File: src/kmc_pkg.sv
`default_nettype none

package kmc_pkg;

	localparam int MAX_CLUSTERS_DEF = 16;
	localparam int MAX_FEATURES_DEF = 8;
	localparam int MAX_POINTS_DEF   = 1048576;

	localparam int OP_W     = 2;
	localparam int CLUSTER_W = 4;
	localparam int FEATURE_W = 3;
	localparam int VALUE_W  = 16;
	localparam int MEAN_W   = 16;
	localparam int COUNT_W  = 21;
	localparam int STATUS_W = 2;
	localparam int SUM_W    = 40;

	localparam int CFG_IDX_W  = 1;
	localparam int CFG_DATA_W = 5;
	localparam int CC_W       = 5;
	localparam int FC_W       = 4;

	localparam logic [CFG_IDX_W-1:0] CFG_CLUSTER_COUNT = 1'd0;
	localparam logic [CFG_IDX_W-1:0] CFG_FEATURE_COUNT = 1'd1;

	localparam logic [CC_W-1:0] CLUSTER_COUNT_RST = 5'd16;
	localparam logic [FC_W-1:0] FEATURE_COUNT_RST = 4'd8;

	localparam logic [OP_W-1:0] OP_CLEAR = 2'd0;
	localparam logic [OP_W-1:0] OP_ACC   = 2'd1;
	localparam logic [OP_W-1:0] OP_READ  = 2'd2;

	localparam logic [STATUS_W-1:0] STATUS_OK    = 2'd0;
	localparam logic [STATUS_W-1:0] STATUS_RANGE = 2'd1;
	localparam logic [STATUS_W-1:0] STATUS_EMPTY = 2'd2;

	typedef struct packed {
		logic capture;
		logic commit;
		logic div_start;
		logic div_commit;
	} kmc_cmd_t;

	typedef struct packed {
		logic need_div;
		logic out_free;
		logic div_done;
	} kmc_stat_t;

endpackage

`default_nettype wire

File: src/kmc_ctrl.sv
`default_nettype none

module kmc_ctrl (
	input  wire logic               clk,
	input  wire logic               arst_n,
	input  wire logic               in_valid,
	output logic                    in_ready,
	input  wire kmc_pkg::kmc_stat_t stat,
	output kmc_pkg::kmc_cmd_t       cmd
);

	localparam logic [1:0] S_IDLE = 2'd0;
	localparam logic [1:0] S_LOOK = 2'd1;
	localparam logic [1:0] S_DIV  = 2'd2;

	logic [1:0] state_q;
	logic [1:0] state_nx;

	always_comb begin
		state_nx = state_q;
		cmd      = '0;
		in_ready = 1'b0;
		case (state_q)
			S_IDLE: begin
				in_ready = 1'b1;
				if (in_valid) begin
					cmd.capture = 1'b1;
					state_nx    = S_LOOK;
				end
			end
			S_LOOK: begin
				if (stat.need_div) begin
					cmd.div_start = 1'b1;
					state_nx      = S_DIV;
				end else if (stat.out_free) begin
					cmd.commit = 1'b1;
					state_nx   = S_IDLE;
				end
			end
			S_DIV: begin
				if (stat.div_done && stat.out_free) begin
					cmd.div_commit = 1'b1;
					state_nx       = S_IDLE;
				end
			end
			default: state_nx = S_IDLE;
		endcase
	end

	always_ff @(posedge clk or negedge arst_n) begin
		if (!arst_n) begin
			state_q <= S_IDLE;
		end else begin
			state_q <= state_nx;
		end
	end

	a_one_cmd: assert property (@(posedge clk) disable iff (!arst_n)
		$onehot0({cmd.capture, cmd.commit, cmd.div_start, cmd.div_commit}))
		else $error("more than one command at once");

	a_capture_look: assert property (@(posedge clk) disable iff (!arst_n)
		cmd.capture |=> state_q == S_LOOK)
		else $error("capture not followed by lookup");

	a_start_div: assert property (@(posedge clk) disable iff (!arst_n)
		cmd.div_start |=> state_q == S_DIV && !stat.div_done)
		else $error("divider start not seen");

	a_div_commit: assert property (@(posedge clk) disable iff (!arst_n)
		cmd.div_commit |-> $past(state_q) == S_DIV && stat.out_free)
		else $error("divide result committed out of order");

endmodule

`default_nettype wire

File: config.mk
export PLATFORM = sky130hd
export DESIGN_NAME = kmc_ctrl
export DESIGN_NICKNAME = d
export VERILOG_FILES = /design/src/kmc_pkg.sv /design/src/kmc_ctrl.sv
export SDC_FILE = /design/constraint.sdc
export NUM_CORES = 1
export LEC_CHECK = 0
export ABC_AREA = 1
export BUFFER_PORTS_ARGS = -buffer_cell sky130_fd_sc_hd__buf_2
export CORE_AREA = 2 2 39 41
export DETAILED_ROUTE_END_ITERATION = 12
export DIE_AREA = 0 0 41 43
export RECOVER_POWER = 100
export SLEW_MARGIN = 20
export SYNTH_ARGS = -nofsm -noshare
export SYNTH_HDL_FRONTEND = slang
export SYNTH_SLANG_ARGS = --single-unit
File: constraint.sdc
create_clock -name clk -period 2.3 [get_ports clk]
set_clock_uncertainty 0.2 [all_clocks]
set_input_delay 0.345 -clock clk [delete_from_list [all_inputs] [get_ports clk]]
set_output_delay 0.345 -clock clk [all_outputs]
set_load 0.01 [all_outputs]
[After elaboration in Yosys (flattened, before gate mapping)]
Cells that the tools add are included.
Word-level totals
  register bits after elaboration: 2
  bits in latches: 0
  RAM bits: 0
  memory bits (read-only): 0
  bits of input ports: 6
  word-level logic and storage cells: 23
  memories kept: 0
Operators by class
  $add $sub $neg: 0
  multiply operators: 0
  div/mod/pow operators: 0
  $lt $le $gt $ge: 0
  equal/unequal tests: 5
  shifts and indexed selects: 0
  muxes and demuxes: 14
  bitwise logic cells: 0
  reductions and logical operators: 3
Operators with widths (count)
  $mux 2: 5
  $mux 1: 8
  $pmux 2 s3: 1
  $ne 2x2->1 const B: 2
  $ne 3x3->1 const B: 1
  $reduce_and 3->1: 1
  $eq 2x1->1 const B: 1
  $eq 2x2->1 const B: 1
  $logic_not 2->1: 1
  $logic_and 1x1->1: 1

[Depth between registers and ports, before layout]
  depth in word-level cells: 3
  mapped depth: 4

[Worst setup path before layout]
OpenSTA, ideal clock, no wires.
  path type: register -> output
  start point: reg state_q[0]
  end point: out cmd[3] (netlist bit)
  arrival: 0.807 ns
  required time: 1.755 ns
  path slack: 0.948 ns
  stages on the path, launching flop included: 4
  path buffers: 0
  cell sequence: dfrtp_1 -> nor2_1 -> nand2_1 -> inv_1
RTL lines
  start: declaration: RTL line kmc_ctrl.sv:16  | logic [1:0] state_q;
  start signal: assignment: RTL line kmc_ctrl.sv:54  | state_q <= state_nx;
  end: declaration: RTL line kmc_ctrl.sv:9  | output kmc_pkg::kmc_cmd_t cmd

==> flow_summary.ini <==
[run_status]
outcome = finished, final reports clean

[logic_synthesis]
synth.most_common_cell = nand2_1
syn_area_sq_um = 125.1
seq_area_frac_synth_pct = 40.00
yosys.area.top_type = dfrtp_1
yosys-top-cells-area = dfrtp_1 40%, nand2_1 21%, inv_1 15%, nor2_1 12%, nand3_1 8.0%
ys_seq_elements = 2
synth_top_area_share_pct = 40.00
syn_nets = 27
synthFlopType = dfrtp_1
synth_commonest_cells = 7 x nand2_1, 5 x inv_1, 4 x nor2_1, 2 x dfrtp_1, 2 x nand3_1
ys.warnings.count = 0
synth_edf_count = 0
async_flop_share_pct = 100.0
syn-mean-instance-area_sq_um = 5.958
yosys.cell_types.count = 6
syn_inst = 21

[routing]
vias = 177
wire_per_inst_um = 7.784
drc = 0
via_per_inst = 3.471
routed_wl_um = 397
drt_iter0_drc = 0
dr.pass1.iters = 1
detail-route-antenna-nets = 0

[finish]
reg_top3 = state_q x2
largest_register_ff_count = 2
final_util_pct = 15.91
area_growth_pct = 76.00
fillers = 166
fin_nets = 43
drive_gt1_share_pct = 20.00
diodes = 0
fin_cells = 51
stdcell_area_sq_um = 220.2
top_register = state_q

[clocking]
numCtsBuffers = 3
clkSlewWorstSetupHoldPaths_ps = 30
clock_latency_ps = 220
clockBufferDepth = 2
cts.sinks = 2
post-cts-setup-buffers = 0
cts_max_level = 1
cts-root-buf = clkbuf_4
cts_tree = built

[floorplanning]
die_area_sq_mm = 0.001763
die_h_um = 43
io_pins = 11
die_w_um = 41
initial_core_util_pct = 9.042
core_area_sq_mm = 0.001384
row_count = 14

[timing]
rsz0062_at_grt = false
hold_slack_ps = 154.6
finalSetupTns_ps = 0
finalWorstSetupSlack_ps = 689.0
fin_crit_ps = 1611
maxSlewViolCount = 0
relSlewSlack_pct = 89.29
tightest_slew_ps = 159.5
fmax_mhz = 620.7
hold_viol_final = 0
finalSetupViolCount = 0
finalCritPeriodShare_pct = 70.04

[run]
max-cap-violations = 0

[power]
clockPowerShare_pct = 33.9
power.switching_mw = 0.09052
power.total_mw = 0.2281
seq_power_share_pct = 29.0
ir_drop_v = 0.0001097
pwr-share-comb_pct = 37.1
internal_power_mw = 0.1376
p_leak_nw = 0.1258
p_sw_share_pct = 39.68
power_density_mw_per_mm2 = 1036

[placement]
place_area_sq_um = 195.2
globalplace.congestion = 0.5659
port_buffers = 10
place_inst = 47
place_hpwl_um = 297.4
dp_slack_ps = 927.7

[worst_setup_path]
critPathKind = flip-flop to output port
cp.required_ps = 1750
worstPathArrival_ps = 1070
start_kind = flip-flop
end_kind = output port
path_max_fanout = 5

[grt]
grt_overflow = 0
grt_usage_pct = 5.806
grt_max_degree = 6
antenna_found_initial = 0
grt_first_pass_wirelength_um = 593
grt_pass1_vias = 178

[worst_hold_path]
min_path_type = primary input to flip-flop
==> kinds of logic (layout without fill, tap and decap cells) <==
group | after synthesis | in the layout | share of synthesized area [%]
buffers and inverters | 5 | 19 | 15.00
flip-flops | 2 | 2 | 40.00
AND/OR/NAND/NOR | 14 | 14 | 45.00
==> final timing paths <==
check | from | to | slack, ps | depth (start not counted)
setup / recovery | state_q[0] | cmd[3] | 690 | 4
min in group asynchronous | arst_n | state_q[1] | 240 | 2
max in group asynchronous | arst_n | state_q[0] | 1530 | 2
hold reg to reg | state_q[1] | state_q[1] | 350 | 2
setup reg to reg | state_q[0] | state_q[0] | 1320 | 3
hold / removal | in_valid | state_q[0] | 150 | 3
==> power groups by stage <==
stage	logic, mW	registers (mW)	clock network (mW)
6_report	0.0845	0.0662	0.0774
3_3_place_gp	0.0886	0.0655	0
3_5_place_dp	0.0895	0.0666	0
4_1_cts	0.0920	0.0662	0.0818
2_1_floorplan	0.0558	0.0621	0
5_1_grt	0.0966	0.0700	0.0827
==> cells in the final DEF (no fill, tap or decap) <==
master         synthesis  routed
buf_2                  0       4
clkbuf_1               0       6
clkbuf_4               0       3
dfrtp_1                2       2
dlygate4sd3_1          0       1
inv_1                  5       5
nand2_1                7       7
nand3_1                2       2
nor2_1                 4       4
nor3_1                 1       1
==> per-layer routing <==
layer / vias up / global-route usage [%] / share of wire (%)
met5: - / 0 / 0
met4: 0 / 12.00 / 4.8
met3: 2 / 0 / 4.0
met2: 5 / 9.063 / 61
met1: 78 / 3.503 / 30
li1: 92 / - / -
==> repair_timing <==
item / 4_1_cts / 5_1_grt
hold buffers: 1 / 0
endpoints found under the hold margin: 2 / 0
resized for setup: 0 / 0
==> worst max-delay path, cell delays in order, from the launching register on <==
cell and delay [ps]:
dfrtp_1 410, nor2_1 160, nand2_1 90, inv_1 50, clkbuf_1 140
==> area by class of cell <==
type / instances / area (sq um) / share of cell area (%)
inverter: 5 / 18.77 / 8.523
timing repair buffer: 11 / 52.55 / 23.86
clock buffer: 3 / 22.52 / 10.23
multi-input combinational: 14 / 56.30 / 25.57
tap: 16 / 20.02 / 9.091
sequential: 2 / 50.05 / 22.73
Power figures use the tool's default switching activity.
